===== src/rtl/assert_macros.svh =====
// Assertion macros shared by the trmb RTL.
// Needs i_clk and i_rst_n in the module that uses them.
`ifndef ASSERT_MACROS_SVH
`define ASSERT_MACROS_SVH

// Property holds at every clock edge out of reset.
`define ASSERT_ALWAYS(label, prop, msg) \
    label: assert property (@(posedge i_clk) disable iff (!i_rst_n) (prop)) \
        else $error(msg);

// Consequent holds in the same cycle as the antecedent.
`define ASSERT_IMPL(label, ante, cons, msg) \
    label: assert property (@(posedge i_clk) disable iff (!i_rst_n) (ante) |-> (cons)) \
        else $error(msg);

// Consequent holds in the cycle after the antecedent.
`define ASSERT_NEXT(label, ante, cons, msg) \
    label: assert property (@(posedge i_clk) disable iff (!i_rst_n) (ante) |=> (cons)) \
        else $error(msg);

`endif


===== src/rtl/trmb_pkg.sv =====
// Shared constants, register codes and the controller command struct.
// No dependencies.
`timescale 1ns / 1ps

package trmb_pkg;

    localparam int SIZE_DEF   = 5;
    localparam int VAL_W      = 20;
    localparam int BOUND_W    = 24;
    localparam int CITY_W     = 3;
    localparam int CFG_IDX_W  = 3;
    localparam int CFG_DATA_W = 24;

    localparam logic [VAL_W-1:0]   INF_COST  = 20'd999999;
    localparam logic [BOUND_W-1:0] BOUND_MAX = 24'hFFFFFF;

    // configuration register indexes
    localparam logic [CFG_IDX_W-1:0] CFG_MASK_ENABLE = 3'd0;
    localparam logic [CFG_IDX_W-1:0] CFG_FROM_CITY   = 3'd1;
    localparam logic [CFG_IDX_W-1:0] CFG_TO_CITY     = 3'd2;
    localparam logic [CFG_IDX_W-1:0] CFG_PARENT_COST = 3'd3;
    localparam logic [CFG_IDX_W-1:0] CFG_EDGE_COST   = 3'd4;

    // controller to datapath commands
    typedef struct packed {
        logic load_wr;   // store the incoming word
        logic clr_sum;   // new run: clear reduction total
        logic copy_v;    // copy/mask/row-min element
        logic rows_v;    // row-subtract/column-min element
        logic out_load;  // load output register
        logic out_last;  // final word of the run
    } t_ctl;

endpackage


===== src/rtl/trmb_ram.sv =====
// Generic simple dual-port RAM, one write and one registered read port.
// No dependencies.
`timescale 1ns / 1ps

module trmb_ram #(
    parameter int WIDTH = 20,
    parameter int DEPTH = 25
) (
    input  logic                     i_clk,
    input  logic                     i_we,
    input  logic [$clog2(DEPTH)-1:0] i_waddr,
    input  logic [WIDTH-1:0]         i_wdata,
    input  logic [$clog2(DEPTH)-1:0] i_raddr,
    output logic [WIDTH-1:0]         o_rdata
);

    logic [WIDTH-1:0] r_mem [DEPTH];
    logic [WIDTH-1:0] r_rdata;

    always_ff @(posedge i_clk) begin
        if (i_we) begin
            r_mem[i_waddr] <= i_wdata;
        end
        r_rdata <= r_mem[i_raddr];
    end

    assign o_rdata = r_rdata;

endmodule


===== src/rtl/trmb_ctrl.sv =====
// Sequencer: load count, pass counters and output handshake.
// Depends on trmb_pkg and assert_macros.svh.
`timescale 1ns / 1ps
`include "assert_macros.svh"

module trmb_ctrl #(
    parameter int SIZE = trmb_pkg::SIZE_DEF
) (
    input  logic                          i_clk,
    input  logic                          i_rst_n,
    input  logic                          i_in_valid,
    input  logic                          i_last_entry,
    input  logic                          i_out_ready,
    output logic                          o_in_ready,
    output logic                          o_out_valid,
    output trmb_pkg::t_ctl                o_ctl,
    output logic [$clog2(SIZE*SIZE)-1:0]  o_wr_idx,
    output logic [$clog2(SIZE*SIZE)-1:0]  o_rd_idx,
    output logic [$clog2(SIZE*SIZE)-1:0]  o_prc_idx,
    output logic [$clog2(SIZE)-1:0]       o_prc_row,
    output logic [$clog2(SIZE)-1:0]       o_prc_col,
    output logic [$clog2(SIZE)-1:0]       o_out_col
);

    import trmb_pkg::*;

    localparam int CELLS = SIZE * SIZE;
    localparam int IW    = $clog2(CELLS);
    localparam int LW    = $clog2(SIZE);
    localparam logic [IW-1:0] LAST_IDX  = IW'(CELLS - 1);
    localparam logic [LW-1:0] LAST_LINE = LW'(SIZE - 1);

    typedef enum logic [5:0] {
        S_LOAD  = 6'b000001,
        S_COPY  = 6'b000010,
        S_ROWS  = 6'b000100,
        S_ORD   = 6'b001000,
        S_OLD   = 6'b010000,
        S_OSHOW = 6'b100000
    } t_state;

    t_state          r_state, n_state;
    logic [IW-1:0]   r_load_cnt, n_load_cnt;
    logic [IW-1:0]   r_iss_idx, n_iss_idx;
    logic [LW-1:0]   r_iss_row, n_iss_row;
    logic [LW-1:0]   r_iss_col, n_iss_col;
    logic            r_iss_busy, n_iss_busy;
    logic            r_prc_v, n_prc_v;
    logic [IW-1:0]   r_prc_idx;
    logic [LW-1:0]   r_prc_row;
    logic [LW-1:0]   r_prc_col;

    logic            w_in_acc;
    logic            w_out_acc;
    logic            w_pass_end;
    logic [IW-1:0]   w_nx_idx;
    logic [LW-1:0]   w_nx_row;
    logic [LW-1:0]   w_nx_col;

    assign o_in_ready  = (r_state == S_LOAD);
    assign o_out_valid = (r_state == S_OSHOW);
    assign w_in_acc    = i_in_valid && o_in_ready;
    assign w_out_acc   = o_out_valid && i_out_ready;
    assign w_pass_end  = r_prc_v && (r_prc_idx == LAST_IDX);

    // row-major walk
    assign w_nx_idx = r_iss_idx + 1'b1;
    assign w_nx_col = (r_iss_col == LAST_LINE) ? '0 : r_iss_col + 1'b1;
    assign w_nx_row = (r_iss_col == LAST_LINE) ? r_iss_row + 1'b1 : r_iss_row;

    always_comb begin
        n_state    = r_state;
        n_load_cnt = r_load_cnt;
        n_iss_idx  = r_iss_idx;
        n_iss_row  = r_iss_row;
        n_iss_col  = r_iss_col;
        n_iss_busy = r_iss_busy;
        n_prc_v    = 1'b0;
        case (r_state)
            S_LOAD: begin
                if (w_in_acc) begin
                    if (i_last_entry) begin
                        n_load_cnt = '0;
                        n_state    = S_COPY;
                        n_iss_idx  = '0;
                        n_iss_row  = '0;
                        n_iss_col  = '0;
                        n_iss_busy = 1'b1;
                    end else begin
                        n_load_cnt = (r_load_cnt == LAST_IDX) ? '0 : r_load_cnt + 1'b1;
                    end
                end
            end
            S_COPY, S_ROWS: begin
                if (r_iss_busy) begin
                    n_prc_v   = 1'b1;
                    n_iss_idx = w_nx_idx;
                    n_iss_row = w_nx_row;
                    n_iss_col = w_nx_col;
                    if (r_iss_idx == LAST_IDX) begin
                        n_iss_busy = 1'b0;
                    end
                end
                if (w_pass_end) begin
                    n_iss_idx  = '0;
                    n_iss_row  = '0;
                    n_iss_col  = '0;
                    n_iss_busy = (r_state == S_COPY);
                    n_state    = (r_state == S_COPY) ? S_ROWS : S_ORD;
                end
            end
            S_ORD: begin
                n_state = S_OLD;
            end
            S_OLD: begin
                n_state = S_OSHOW;
            end
            S_OSHOW: begin
                if (w_out_acc) begin
                    if (r_iss_idx == LAST_IDX) begin
                        n_state = S_LOAD;
                    end else begin
                        n_iss_idx = w_nx_idx;
                        n_iss_row = w_nx_row;
                        n_iss_col = w_nx_col;
                        n_state   = S_ORD;
                    end
                end
            end
            default: begin
                n_state = S_LOAD;
            end
        endcase
    end

    always_ff @(posedge i_clk) begin
        if (!i_rst_n) begin
            r_state    <= S_LOAD;
            r_load_cnt <= '0;
            r_iss_idx  <= '0;
            r_iss_row  <= '0;
            r_iss_col  <= '0;
            r_iss_busy <= 1'b0;
            r_prc_v    <= 1'b0;
            r_prc_idx  <= '0;
            r_prc_row  <= '0;
            r_prc_col  <= '0;
        end else begin
            r_state    <= n_state;
            r_load_cnt <= n_load_cnt;
            r_iss_idx  <= n_iss_idx;
            r_iss_row  <= n_iss_row;
            r_iss_col  <= n_iss_col;
            r_iss_busy <= n_iss_busy;
            r_prc_v    <= n_prc_v;
            r_prc_idx  <= r_iss_idx;
            r_prc_row  <= r_iss_row;
            r_prc_col  <= r_iss_col;
        end
    end

    always_comb begin
        o_ctl          = '0;
        o_ctl.load_wr  = w_in_acc;
        o_ctl.clr_sum  = w_in_acc && i_last_entry;
        o_ctl.copy_v   = r_prc_v && (r_state == S_COPY);
        o_ctl.rows_v   = r_prc_v && (r_state == S_ROWS);
        o_ctl.out_load = (r_state == S_OLD);
        o_ctl.out_last = (r_state == S_OLD) && (r_iss_idx == LAST_IDX);
    end

    assign o_wr_idx  = r_load_cnt;
    assign o_rd_idx  = r_iss_idx;
    assign o_prc_idx = r_prc_idx;
    assign o_prc_row = r_prc_row;
    assign o_prc_col = r_prc_col;
    assign o_out_col = r_iss_col;

    `ASSERT_ALWAYS(a_no_load_during_output, !(o_in_ready && o_out_valid), "ready and valid overlap")
    `ASSERT_NEXT(a_last_starts_copy, w_in_acc && i_last_entry, (r_state == S_COPY) && r_iss_busy, "last word did not start copy pass")
    `ASSERT_IMPL(a_prc_in_pass, r_prc_v, (r_state == S_COPY) || (r_state == S_ROWS), "element processed outside a pass")
    `ASSERT_NEXT(a_final_frees_input, w_out_acc && (r_iss_idx == LAST_IDX), o_in_ready && (r_load_cnt == '0), "run end did not return to load")

endmodule


===== src/rtl/trmb_dpath.sv =====
// Datapath: matrix store, working matrix, line minima, reduction total, output word.
// Depends on trmb_pkg, trmb_ram and assert_macros.svh.
`timescale 1ns / 1ps
`include "assert_macros.svh"

module trmb_dpath #(
    parameter int SIZE = trmb_pkg::SIZE_DEF
) (
    input  logic                                i_clk,
    input  logic                                i_rst_n,
    input  trmb_pkg::t_ctl                      i_ctl,
    input  logic [$clog2(SIZE*SIZE)-1:0]        i_wr_idx,
    input  logic [$clog2(SIZE*SIZE)-1:0]        i_rd_idx,
    input  logic [$clog2(SIZE*SIZE)-1:0]        i_prc_idx,
    input  logic [$clog2(SIZE)-1:0]             i_prc_row,
    input  logic [$clog2(SIZE)-1:0]             i_prc_col,
    input  logic [$clog2(SIZE)-1:0]             i_out_col,
    input  logic [trmb_pkg::VAL_W-1:0]          i_entry_value,
    input  logic                                i_mask_enable,
    input  logic [trmb_pkg::CITY_W-1:0]         i_from_city,
    input  logic [trmb_pkg::CITY_W-1:0]         i_to_city,
    input  logic [trmb_pkg::BOUND_W-1:0]        i_parent_cost,
    input  logic [trmb_pkg::VAL_W-1:0]          i_edge_cost,
    output logic [trmb_pkg::VAL_W-1:0]          o_entry_out,
    output logic [trmb_pkg::BOUND_W-1:0]        o_bound_cost,
    output logic                                o_final_entry
);

    import trmb_pkg::*;

    localparam int CELLS = SIZE * SIZE;
    localparam int LW    = $clog2(SIZE);
    localparam int TW    = BOUND_W + 2;
    localparam logic [LW-1:0] LAST_LINE = LW'(SIZE - 1);

    // reduction taken from a line minimum: none for an all-infinite line
    function automatic logic [VAL_W-1:0] red_of(input logic [VAL_W-1:0] m);
        return (m == INF_COST) ? '0 : m;
    endfunction

    logic [VAL_W-1:0]   w_st_q, w_wk_q;
    logic               w_wk_we;
    logic [VAL_W-1:0]   w_wk_wdata;

    logic [VAL_W-1:0]   r_run_min;
    logic [VAL_W-1:0]   r_row_red [SIZE];
    logic [VAL_W-1:0]   r_col_val [SIZE];   // column minimum, then its reduction
    logic [BOUND_W-1:0] r_sum;
    logic [VAL_W-1:0]   r_out_entry;
    logic [BOUND_W-1:0] r_out_bound;
    logic               r_out_final;

    logic [VAL_W-1:0]   w_clamp, w_copy_val, w_row_min;
    logic               w_hit;
    logic [VAL_W-1:0]   w_rows_val, w_col_min, w_out_val;
    logic [VAL_W-1:0]   w_sum_add;
    logic [TW-1:0]      w_total;
    logic [BOUND_W-1:0] w_bound;

    trmb_ram #(.WIDTH(VAL_W), .DEPTH(CELLS)) u_store (
        .i_clk   (i_clk),
        .i_we    (i_ctl.load_wr),
        .i_waddr (i_wr_idx),
        .i_wdata (i_entry_value),
        .i_raddr (i_rd_idx),
        .o_rdata (w_st_q)
    );

    trmb_ram #(.WIDTH(VAL_W), .DEPTH(CELLS)) u_work (
        .i_clk   (i_clk),
        .i_we    (w_wk_we),
        .i_waddr (i_prc_idx),
        .i_wdata (w_wk_wdata),
        .i_raddr (i_rd_idx),
        .o_rdata (w_wk_q)
    );

    // copy pass: clamp, mask, running row minimum
    assign w_clamp = (w_st_q > INF_COST) ? INF_COST : w_st_q;
    assign w_hit   = (i_mask_enable && (4'(i_from_city) == 4'(i_prc_row)))
                  || (i_mask_enable && (4'(i_to_city) == 4'(i_prc_col)))
                  || ((4'(i_to_city) == 4'(i_prc_row)) && (i_prc_col == '0));
    assign w_copy_val = w_hit ? INF_COST : w_clamp;
    assign w_row_min  = (i_prc_col == '0) ? w_copy_val
                      : ((w_copy_val < r_run_min) ? w_copy_val : r_run_min);

    // row pass: subtract row reduction, running column minimum
    assign w_rows_val = (w_wk_q == INF_COST) ? INF_COST : w_wk_q - r_row_red[i_prc_row];
    assign w_col_min  = (i_prc_row == '0) ? w_rows_val
                      : ((w_rows_val < r_col_val[i_prc_col]) ? w_rows_val
                                                             : r_col_val[i_prc_col]);

    assign w_wk_we    = i_ctl.copy_v || i_ctl.rows_v;
    assign w_wk_wdata = i_ctl.copy_v ? w_copy_val : w_rows_val;

    always_comb begin
        w_sum_add = '0;
        if (i_ctl.copy_v && (i_prc_col == LAST_LINE)) begin
            w_sum_add = red_of(w_row_min);
        end else if (i_ctl.rows_v && (i_prc_row == LAST_LINE)) begin
            w_sum_add = red_of(w_col_min);
        end
    end

    // output: subtract column reduction; bound saturates at 24 bits
    assign w_out_val = (w_wk_q == INF_COST) ? INF_COST : w_wk_q - r_col_val[i_out_col];
    assign w_total   = TW'(i_parent_cost) + TW'(i_edge_cost) + TW'(r_sum);
    assign w_bound   = (w_total > TW'(BOUND_MAX)) ? BOUND_MAX : w_total[BOUND_W-1:0];

    always_ff @(posedge i_clk) begin
        if (i_ctl.clr_sum) begin
            r_sum <= '0;
        end else begin
            r_sum <= r_sum + BOUND_W'(w_sum_add);
        end
        if (i_ctl.copy_v) begin
            r_run_min <= w_row_min;
            if (i_prc_col == LAST_LINE) begin
                r_row_red[i_prc_row] <= red_of(w_row_min);
            end
        end
        if (i_ctl.rows_v) begin
            r_col_val[i_prc_col] <= (i_prc_row == LAST_LINE) ? red_of(w_col_min) : w_col_min;
        end
        if (i_ctl.out_load) begin
            r_out_entry <= w_out_val;
            r_out_bound <= i_ctl.out_last ? w_bound : '0;
            r_out_final <= i_ctl.out_last;
        end
    end

    assign o_entry_out   = r_out_entry;
    assign o_bound_cost  = r_out_bound;
    assign o_final_entry = r_out_final;

    `ASSERT_ALWAYS(a_one_command, $onehot0({i_ctl.load_wr, i_ctl.copy_v, i_ctl.rows_v, i_ctl.out_load}), "datapath commands overlap")

endmodule


===== src/rtl/tsp_reduced_matrix_bound.sv =====
// Top level: reduced cost matrix child bound for TSP branch and bound.
// Depends on trmb_pkg, trmb_ctrl, trmb_dpath (and through it trmb_ram).
//
//  channel   | handshake                  | payload
//  ----------+----------------------------+-------------------------------------
//  input     | i_in_valid / o_in_ready    | i_entry_value, i_last_entry
//  output    | o_out_valid / i_out_ready  | o_entry_out, o_bound_cost, o_final_entry
//  config    | i_cfg_valid / o_cfg_ready  | i_cfg_index, i_cfg_data
//
// Loading takes one word per cycle between runs, written straight into the matrix
// store RAM. A word with last set starts a run: a copy/mask pass, then a row pass,
// each one RAM read and one write per cycle. Output words then go out one at a time,
// each through a RAM read, a result register and a handshake that waits while
// i_out_ready is held low; input is not taken during a run.
// Synchronous active-low reset; no clearing pass, the store is undefined until written.
`timescale 1ns / 1ps

module tsp_reduced_matrix_bound #(
    parameter int SIZE = trmb_pkg::SIZE_DEF
) (
    input  logic                                i_clk,
    input  logic                                i_rst_n,
    // matrix words in
    input  logic                                i_in_valid,
    output logic                                o_in_ready,
    input  logic [trmb_pkg::VAL_W-1:0]          i_entry_value,
    input  logic                                i_last_entry,
    // reduced words out
    output logic                                o_out_valid,
    input  logic                                i_out_ready,
    output logic [trmb_pkg::VAL_W-1:0]          o_entry_out,
    output logic [trmb_pkg::BOUND_W-1:0]        o_bound_cost,
    output logic                                o_final_entry,
    // configuration writes
    input  logic                                i_cfg_valid,
    output logic                                o_cfg_ready,
    input  logic [trmb_pkg::CFG_IDX_W-1:0]      i_cfg_index,
    input  logic [trmb_pkg::CFG_DATA_W-1:0]     i_cfg_data
);

    import trmb_pkg::*;

    localparam int IW = $clog2(SIZE * SIZE);
    localparam int LW = $clog2(SIZE);

    // configuration registers
    logic                r_mask_enable;
    logic [CITY_W-1:0]   r_from_city;
    logic [CITY_W-1:0]   r_to_city;
    logic [BOUND_W-1:0]  r_parent_cost;
    logic [VAL_W-1:0]    r_edge_cost;

    t_ctl                w_ctl;
    logic [IW-1:0]       w_wr_idx, w_rd_idx, w_prc_idx;
    logic [LW-1:0]       w_prc_row, w_prc_col, w_out_col;

    // writes are always taken; unknown indexes are dropped
    assign o_cfg_ready = 1'b1;

    always_ff @(posedge i_clk) begin
        if (!i_rst_n) begin
            r_mask_enable <= 1'b0;
            r_from_city   <= '0;
            r_to_city     <= '0;
            r_parent_cost <= '0;
            r_edge_cost   <= '0;
        end else if (i_cfg_valid && o_cfg_ready) begin
            case (i_cfg_index)
                CFG_MASK_ENABLE: r_mask_enable <= i_cfg_data[0];
                CFG_FROM_CITY:   r_from_city   <= i_cfg_data[CITY_W-1:0];
                CFG_TO_CITY:     r_to_city     <= i_cfg_data[CITY_W-1:0];
                CFG_PARENT_COST: r_parent_cost <= i_cfg_data[BOUND_W-1:0];
                CFG_EDGE_COST:   r_edge_cost   <= i_cfg_data[VAL_W-1:0];
                default: begin
                end
            endcase
        end
    end

    // sequencing: load count, pass counters, output handshake
    trmb_ctrl #(.SIZE(SIZE)) u_ctrl (
        .i_clk        (i_clk),
        .i_rst_n      (i_rst_n),
        .i_in_valid   (i_in_valid),
        .i_last_entry (i_last_entry),
        .i_out_ready  (i_out_ready),
        .o_in_ready   (o_in_ready),
        .o_out_valid  (o_out_valid),
        .o_ctl        (w_ctl),
        .o_wr_idx     (w_wr_idx),
        .o_rd_idx     (w_rd_idx),
        .o_prc_idx    (w_prc_idx),
        .o_prc_row    (w_prc_row),
        .o_prc_col    (w_prc_col),
        .o_out_col    (w_out_col)
    );

    // storage and arithmetic
    trmb_dpath #(.SIZE(SIZE)) u_dpath (
        .i_clk         (i_clk),
        .i_rst_n       (i_rst_n),
        .i_ctl         (w_ctl),
        .i_wr_idx      (w_wr_idx),
        .i_rd_idx      (w_rd_idx),
        .i_prc_idx     (w_prc_idx),
        .i_prc_row     (w_prc_row),
        .i_prc_col     (w_prc_col),
        .i_out_col     (w_out_col),
        .i_entry_value (i_entry_value),
        .i_mask_enable (r_mask_enable),
        .i_from_city   (r_from_city),
        .i_to_city     (r_to_city),
        .i_parent_cost (r_parent_cost),
        .i_edge_cost   (r_edge_cost),
        .o_entry_out   (o_entry_out),
        .o_bound_cost  (o_bound_cost),
        .o_final_entry (o_final_entry)
    );

endmodule


===== config.mk =====
export PLATFORM = sky130hd
export DESIGN_NAME = tsp_reduced_matrix_bound
export DESIGN_NICKNAME = d
export VERILOG_FILES = /design/src/rtl/trmb_pkg.sv /design/src/rtl/trmb_ram.sv /design/src/rtl/trmb_ctrl.sv /design/src/rtl/trmb_dpath.sv /design/src/rtl/tsp_reduced_matrix_bound.sv
export VERILOG_INCLUDE_DIRS = /design/src /design/src/rtl
export SDC_FILE = /design/constraint.sdc
export NUM_CORES = 2
export LEC_CHECK = 0
export BUFFER_PORTS_ARGS = -buffer_cell sky130_fd_sc_hd__buf_4
export CORE_ASPECT_RATIO = 1.5
export CORE_MARGIN = 2
export CORE_UTILIZATION = 40
export DETAILED_ROUTE_END_ITERATION = 8
export GPL_TIMING_DRIVEN = 0
export PLACE_DENSITY = 0.56
export SLEW_MARGIN = 20
export SYNTH_ARGS = -nofsm -noshare
export SYNTH_HDL_FRONTEND = slang
export SYNTH_SLANG_ARGS = --single-unit

===== constraint.sdc =====
create_clock -name i_clk -period 8 [get_ports i_clk]
set_input_delay 0.4 -clock i_clk [delete_from_list [all_inputs] [get_ports i_clk]]
set_output_delay 0.4 -clock i_clk [all_outputs]
set_load 0.01 [all_outputs]

-- Yosys cells after proc, flatten, opt, wreduce, memory -nomap -nowiden
Memory sizes are Yosys's and may differ from the RTL's. A register that Yosys moved wholly into a read port is not among the register bits.
Index checks and enable logic that the tools add are counted.
- flip-flop bits (word level): 175
- RAM bits: 1200
- output and inout port bits: 48
- word-level logic and storage cells: 160
- memories: 4
- $add $sub $neg: 9
- order comparisons: 4
- equality and inequality tests: 28
- mux-type cells: 64
- reduce and logical (&&, ||, !) cells: 31
- memory list (name ; depth ; bits a word ; rd ports ; clocked after memory_dff ; write ports ; RTL line ; text):
    u_dpath.u_store.r_mem ; 25 ; 20 ; 1 ; 1 ; 1 ; trmb_ram.sv:17 ; logic [WIDTH-1:0] r_mem [DEPTH];
    u_dpath.u_work.r_mem ; 25 ; 20 ; 1 ; 1 ; 1 ; trmb_ram.sv:17 ;
    u_dpath.r_col_val ; 5 ; 20 ; 2 ; 2 ; 1 ; trmb_dpath.sv:47 ; logic [VAL_W-1:0] r_col_val [SIZE];
    u_dpath.r_row_red ; 5 ; 20 ; 1 ; 1 ; 1 ; trmb_dpath.sv:46 ; logic [VAL_W-1:0] r_row_red [SIZE];
- operators by type and width (cell ; number):
    $mux W20 ; 13
    $eq A20 B20 Y1 const B ; 3
    $mux W3 ; 16
    $lt A20 B20 Y1 ; 2
    $mux W5 ; 8
    $sub A20 B20 Y20 ; 2
    $pmux W6 S5 ; 1
    $add A26 B24 Y26 ; 1
    $gt A26 B24 Y1 const B ; 1
    $add A24 B20 Y25 ; 1
    $add A24 B20 Y24 ; 1
    $mux W24 ; 1
    $mux W6 ; 4
    $gt A20 B20 Y1 const B ; 1
    $pmux W3 S3 ; 2
    $eq A5 B5 Y1 const B ; 3
    $mux W1 ; 15
    $pmux W5 S3 ; 1
    $reduce_and A2 Y1 ; 7
    $eq A3 B3 Y1 const B ; 4
    $logic_and A1 B1 Y1 ; 12
    $add A5 B1 Y5 const B ; 2
    $eq A3 B3 Y1 ; 3
    $logic_not A3 Y1 ; 3
    other kinds (21) ; 29

-- Longest topological paths before layout
- depth in word-level cells: 12
- mapped depth: 40
- gate-level depth less buffers: 37

-- Hierarchy
From an unflattened synthesis, not the netlist that was laid out.
- cells, all modules: 3711
- area, all modules: 61714.2 µm²
- by module, submodules not included (module ; times used ; cells an instance ; area an instance (µm²) ; seq. area each (µm²)):
    trmb_ram (u_dpath.u_store) ; 1 ; 894 ; 19830.3 ; 15414.8
    trmb_ram (u_dpath.u_work) ; 1 ; 901 ; 19775.2 ; 15414.8
    trmb_dpath ; 1 ; 1528 ; 18301.3 ; 8438.1
    tsp_reduced_matrix_bound ; 1 ; 197 ; 1976.9 ; 1021.0
    trmb_ctrl ; 1 ; 191 ; 1830.5 ; 700.7

-- Worst setup path after synthesis
OpenSTA, ideal clock, no wires.
- kind: reg-to-reg
- start point: reg u_ctrl.r_prc_row[1], in the netlist u_ctrl.o_prc_row[1]
- end point: reg u_dpath.r_sum[20]
- setup time: 0.128 ns
- data arrival time: 7.966 ns
- required time: 7.872 ns
- path slack: -0.094 ns
- stages on the path, launching flop included: 39
- clock period less this slack: 8.094 ns
- path through: dfxtp_1 -> buf_2 -> nor3b_1 -> clkbuf_1 -> a22oi_1 -> o21ai_0 -> ha_1 -> fa_1 -> nor2b_1 -> o31a_1 -> o211ai_1 -> a21boi_1 -> a21bo_2 -> a31oi_1 -> mux2_2 -> inv_1 -> ha_1 -> and2_1 -> [... 3 more ...] -> o22ai_1 -> a31o_2 -> buf_2 -> and3b_1 -> nand2b_1 -> o221ai_1 -> ha_1 -> fa_1 -> a21oi_1 -> o21bai_1 -> a2111o_1 -> a41o_1 -> o21ba_2 -> a31o_2 -> a211o_1 -> o31ai_1 -> xor2_1 -> nor2_1
- word-level cells in the longest chain between the ends: 12
- elaborated cells between the ends (all ways): 21
- classes of those cells: add/sub: 1; order compare: 1; eq/ne: 5; mux: 8; reduce/logical: 6
- ends and longest elaborated chain (item ; RTL line ; text):
    from (decl) ; trmb_ctrl.sv:50 ; logic [LW-1:0] r_prc_row;
    from (signal assigned) ; trmb_ctrl.sv:157 ; r_prc_row <= r_iss_row;
    $eq A3 B3 Y1 ; trmb_dpath.sv:80 ; assign w_hit = (i_mask_enable && (4'(i_from_city) == 4'(i_prc_row)))
    $logic_and A1 B1 Y1 ; trmb_dpath.sv:80 ;
    $logic_or A1 B1 Y1 ; trmb_dpath.sv:81 ; || (i_mask_enable && (4'(i_to_city) == 4'(i_prc_col)))
    $logic_or A1 B1 Y1 ; trmb_dpath.sv:82 ; || ((4'(i_to_city) == 4'(i_prc_row)) && (i_prc_col == '0));
    $mux W20 ; trmb_dpath.sv:83 ; assign w_copy_val = w_hit ? INF_COST : w_clamp;
    $lt A20 B20 Y1 ; trmb_dpath.sv:85 ; : ((w_copy_val < r_run_min) ? w_copy_val : r_run_min);
    $mux W20 ; trmb_dpath.sv:85 ;
    $mux W20 ; trmb_dpath.sv:84 ; assign w_row_min = (i_prc_col == '0) ? w_copy_val
    $eq A20 B20 Y1 ; trmb_dpath.sv:38 ; return (m == INF_COST) ? '0 : m;
    $mux W20 ; trmb_dpath.sv:38 ;
    $mux W20 * ; trmb_dpath.sv:98 ; if (i_ctl.copy_v && (i_prc_col == LAST_LINE)) begin
    $add A24 B20 Y24 * ; trmb_dpath.sv:114 ; r_sum <= r_sum + BOUND_W'(w_sum_add);
    to (signal assigned) ; trmb_dpath.sv:114 ;
    to (decl) ; trmb_dpath.sv:48 ; logic [BOUND_W-1:0] r_sum;
Every way passes the cells marked *; elsewhere a longest branch is shown, timed or not.
A chain may end at the register's enable or synchronous reset.

-- Worst setup path after layout
Same ends and word-level chain as after synthesis.

==> impl_metrics.py <==
metrics = {
    "outcome": {
        "outcome": "complete, no violations",
    },
    "clock_tree": {
        "clockBufferDepth": 3,
        "clkSinkCount": 1418,
        "path_clk_slew_ns": 0.06,
        "root_buffer": "clkbuf_16",
        "clk_latency_ns": 0.78,
        "cts_tree": "built",
        "cts_max_level": 4,
        "cts_made_buffers": 136,
    },
    "grt": {
        "grt_max_degree": 28,
        "antenna_found_initial": 6,
        "grt_pass1_wl_um": 241000,
        "globalRoute.totalOverflow": 0,
        "grt_pass1_vias": 36519,
        "track_usage_pct": 21.3,
    },
    "worst_setup_path": {
        "ff2ff_path_depth": 34,
        "critical_path_peak_fanout": 10,
        "crit_end": "u_dpath.r_sum[20]",
        "crit_start": "u_ctrl.o_prc_row[1]",
        "critPathMaxStageDelay_ns": 0.40,
        "cp.arrival_ns": 8.58,
        "worstSetupStartpointType": "register",
        "cp.depth": 34,
        "path_buf_inv": 4,
        "r2r_end": "u_dpath.r_sum[20]",
        "crit_family": "compound AO/OA/AOI/OAI gates",
        "rrSetupSlack_ns": 0.06,
        "slowest_stage": "o21ai_0",
        "endpoint_kind": "register",
        "r2r_start": "u_ctrl.o_prc_row[1]",
        "required_ns": 8.64,
        "critPathKind": "reg -> reg",
    },
    "pwr": {
        "p_leak_nw": 24.4,
        "power_mw": 17.7,
        "p_per_area_nw_per_um2": 243,
        "ir_drop_uv": 250,
    },
    "cells_and_area": {
        "utilization_pct": 48.0,
        "area_delta_synth_final_pct": 19.0,
        "layout.nets": 4454,
        "drive_gt1_share_pct": 25.5,
    },
    "floorplan": {
        "die_h_um": 483,
        "row_count": 175,
        "io_pins": 101,
        "start_util_pct": 40.3,
        "dieArea_sq_um": 156000,
        "die_x_um": 323,
        "core_region_area_sq_um": 152000,
    },
    "timing": {
        "fmaxAchievable_mhz": 126,
        "finalSetupTns_ns": 0,
        "grt_setup_unrepaired": "true",
        "drv_slew": 0,
        "hold_viol_final": 0,
        "setup_slack_ns": 0.0612,
        "period_share_pct": 99.2,
        "tightest_slew_ns": 1.23,
        "maxSlewHeadroom_pct": 17.8,
        "skew_ns": 0.0228,
        "setup_viol": 0,
        "layout_min_cycle_time_ns": 7.94,
    },
    "logic_synthesis": {
        "synth_edf_count": 1265,
        "syn_avg_cell_area_sq_um": 16.1,
        "synth_cell_types": 96,
        "syn_inst": 3805,
        "synthTopCellsByArea": "edfxtp_1, mux4_2, dfxtp_1",
        "ys_ff_latch": 1418,
        "netlist.area_leader.share_pct": 62.1,
        "yosysTopAreaCell": "edfxtp_1",
        "synthesis.nets": 4011,
        "yosysSeqAreaShare_pct": 67.1,
        "ys.flop_type": "edfxtp_1",
        "yosysWarnings": 0,
        "synth_common_cells": "edfxtp_1, mux4_2, nand2_1, nor2_1, a21oi_1",
        "yosysMostFrequentCell": "edfxtp_1",
        "syn_area_sq_um": 61100,
        "async_reset_ff_share_pct": 0,
    },
    "drt": {
        "via_per_inst": 5.47,
        "drc": 0,
        "drt-initial-drc-count": 2449,
        "ant_nets": 0,
        "drt-total-wl_um": 165000,
        "num_vias": 35024,
        "drt_pre_antenna_iters": 5,
        "routedWlPerCell_um": 25.9,
    },
    "placement": {
        "dp_hpwl_um": 121000,
        "portBuffers": 99,
        "gp_congestion": 0.931,
        "dp_slack_ns": -2.57,
    },
    "min_path": {
        "hp-class": "in -> reg",
    },
    "job": {
        "drv_cap": 0,
    },
}
## final cells by class
cell class	instances	area, sq um
antenna	3	7.51
inverter	105	402
clock buffer	171	3630
timing repair buffer	307	3210
multi-input combinational	2108	20300
buffer	172	878
tap	2035	2550
fill	12859	79000
sequential	1418	41100
clock inverter	80	776
## cell usage in the layout, fill, tap and decap left out, types with 17 or more instances in the layout
cell,synthesis,final
edfxtp_1,1265,1265
mux4_2,308,308
nand2_1,271,265
nor2_1,259,204
buf_4,3,178
dfxtp_1,153,151
a21oi_1,168,149
clkbuf_16,0,139
ha_1,148,138
clkbuf_1,118,134
o21ai_0,134,112
inv_1,101,97
mux2i_1,91,89
mux2_2,63,59
nor2_4,0,51
xnor2_1,53,50
xor2_1,51,50
dlygate4sd3_1,0,49
buf_2,24,41
a21o_1,41,41
nor3_1,42,37
nand2b_1,34,33
buf_16,0,32
buf_6,4,30
nand3_1,29,29
o21a_1,28,28
clkinv_2,0,28
nand4_1,26,26
clkinv_1,1,25
and2_1,24,21
a22oi_1,27,20
buf_1,25,17
a221oi_1,28,17
## tightest hold or removal path, delay by kind of cell
kind,cells,cell delay [ns]
buf+inv,1,0.12
simple gates,2,0.27
compound gates,1,0.05
## report_power, final
| group | leakage (nW) | internal (mW) | switching, mW |
|---|---|---|---|
| Clock | 2.16 | 3.58 | 2.84 |
| Combinational | 9.54 | 1.06 | 1.65 |
| Sequential | 12.7 | 8.46 | 0.118 |
## metal layers
layer  wire, um  GRT usage [%]  up-vias
met5          0              0        -
met2      88300           39.3      864
met3       6180           2.72      347
met1      62200           24.2    17949
li1           -              -    15864
met4       8750           10.6        0
## per-stage QoR
step | instance area [sq um] | std cells | hold WS, ns
final | 72800 | 6399 | 0.114
after global placement | 64400 | 5939 | 0.447
after global routing | 72800 | 6398 | 0.116
after CTS | 72400 | 6385 | 0.0598
after floorplan | 61100 | 3805 | 0.432
after detailed placement | 66500 | 6033 | 0.453
## cells by family (layout without fill, tap and decap cells)
family	Yosys count	in the layout	synth area share (%)
mux	466	466	14.1
buf+inv	279	835	1.83
flops	1418	1418	67.1
other cells	1	4	0.00613
simple gates	814	814	6.23
fa+ha+maj	153	153	3.19
xor+xnor	104	104	1.49
compound gates	570	570	6.04
## state kept, by name, indices dropped and copies added, names as in the netlist, 24 cells and up, named ones only
register,count
u_dpath.u_store.r_mem,500
u_dpath.r_col_val,100
u_dpath.r_sum,24
u_dpath.r_row_red,100
u_dpath.o_bound_cost,24
u_dpath.u_work.r_mem,500
r_parent_cost,24
## how the worst min path moves through the flow
stage	start	end	depth (start not counted)
2_1_floorplan	r_mask_enable	r_mask_enable	2
3_3_place_gp	r_edge_cost[18]	r_edge_cost[18]	2
3_5_place_dp	r_edge_cost[17]	r_edge_cost[17]	2
4_1_cts	i_cfg_valid	r_mask_enable	4
5_1_grt	i_cfg_valid	r_mask_enable	4
6_report	i_cfg_valid	r_mask_enable	4
## what timing repair did
item | 4_1_cts | 5_1_grt
cloned | 1 | 0
endpoints found under the setup margin | 28 | 12
gates resized for setup | 144 | 66
endpoints found under the hold margin | 535 | 0
pin swaps | 46 | 48
buffers inserted | 53 | 15
hold buffers | 49 | 0
Note: power is estimated with default switching activity, not from simulation.
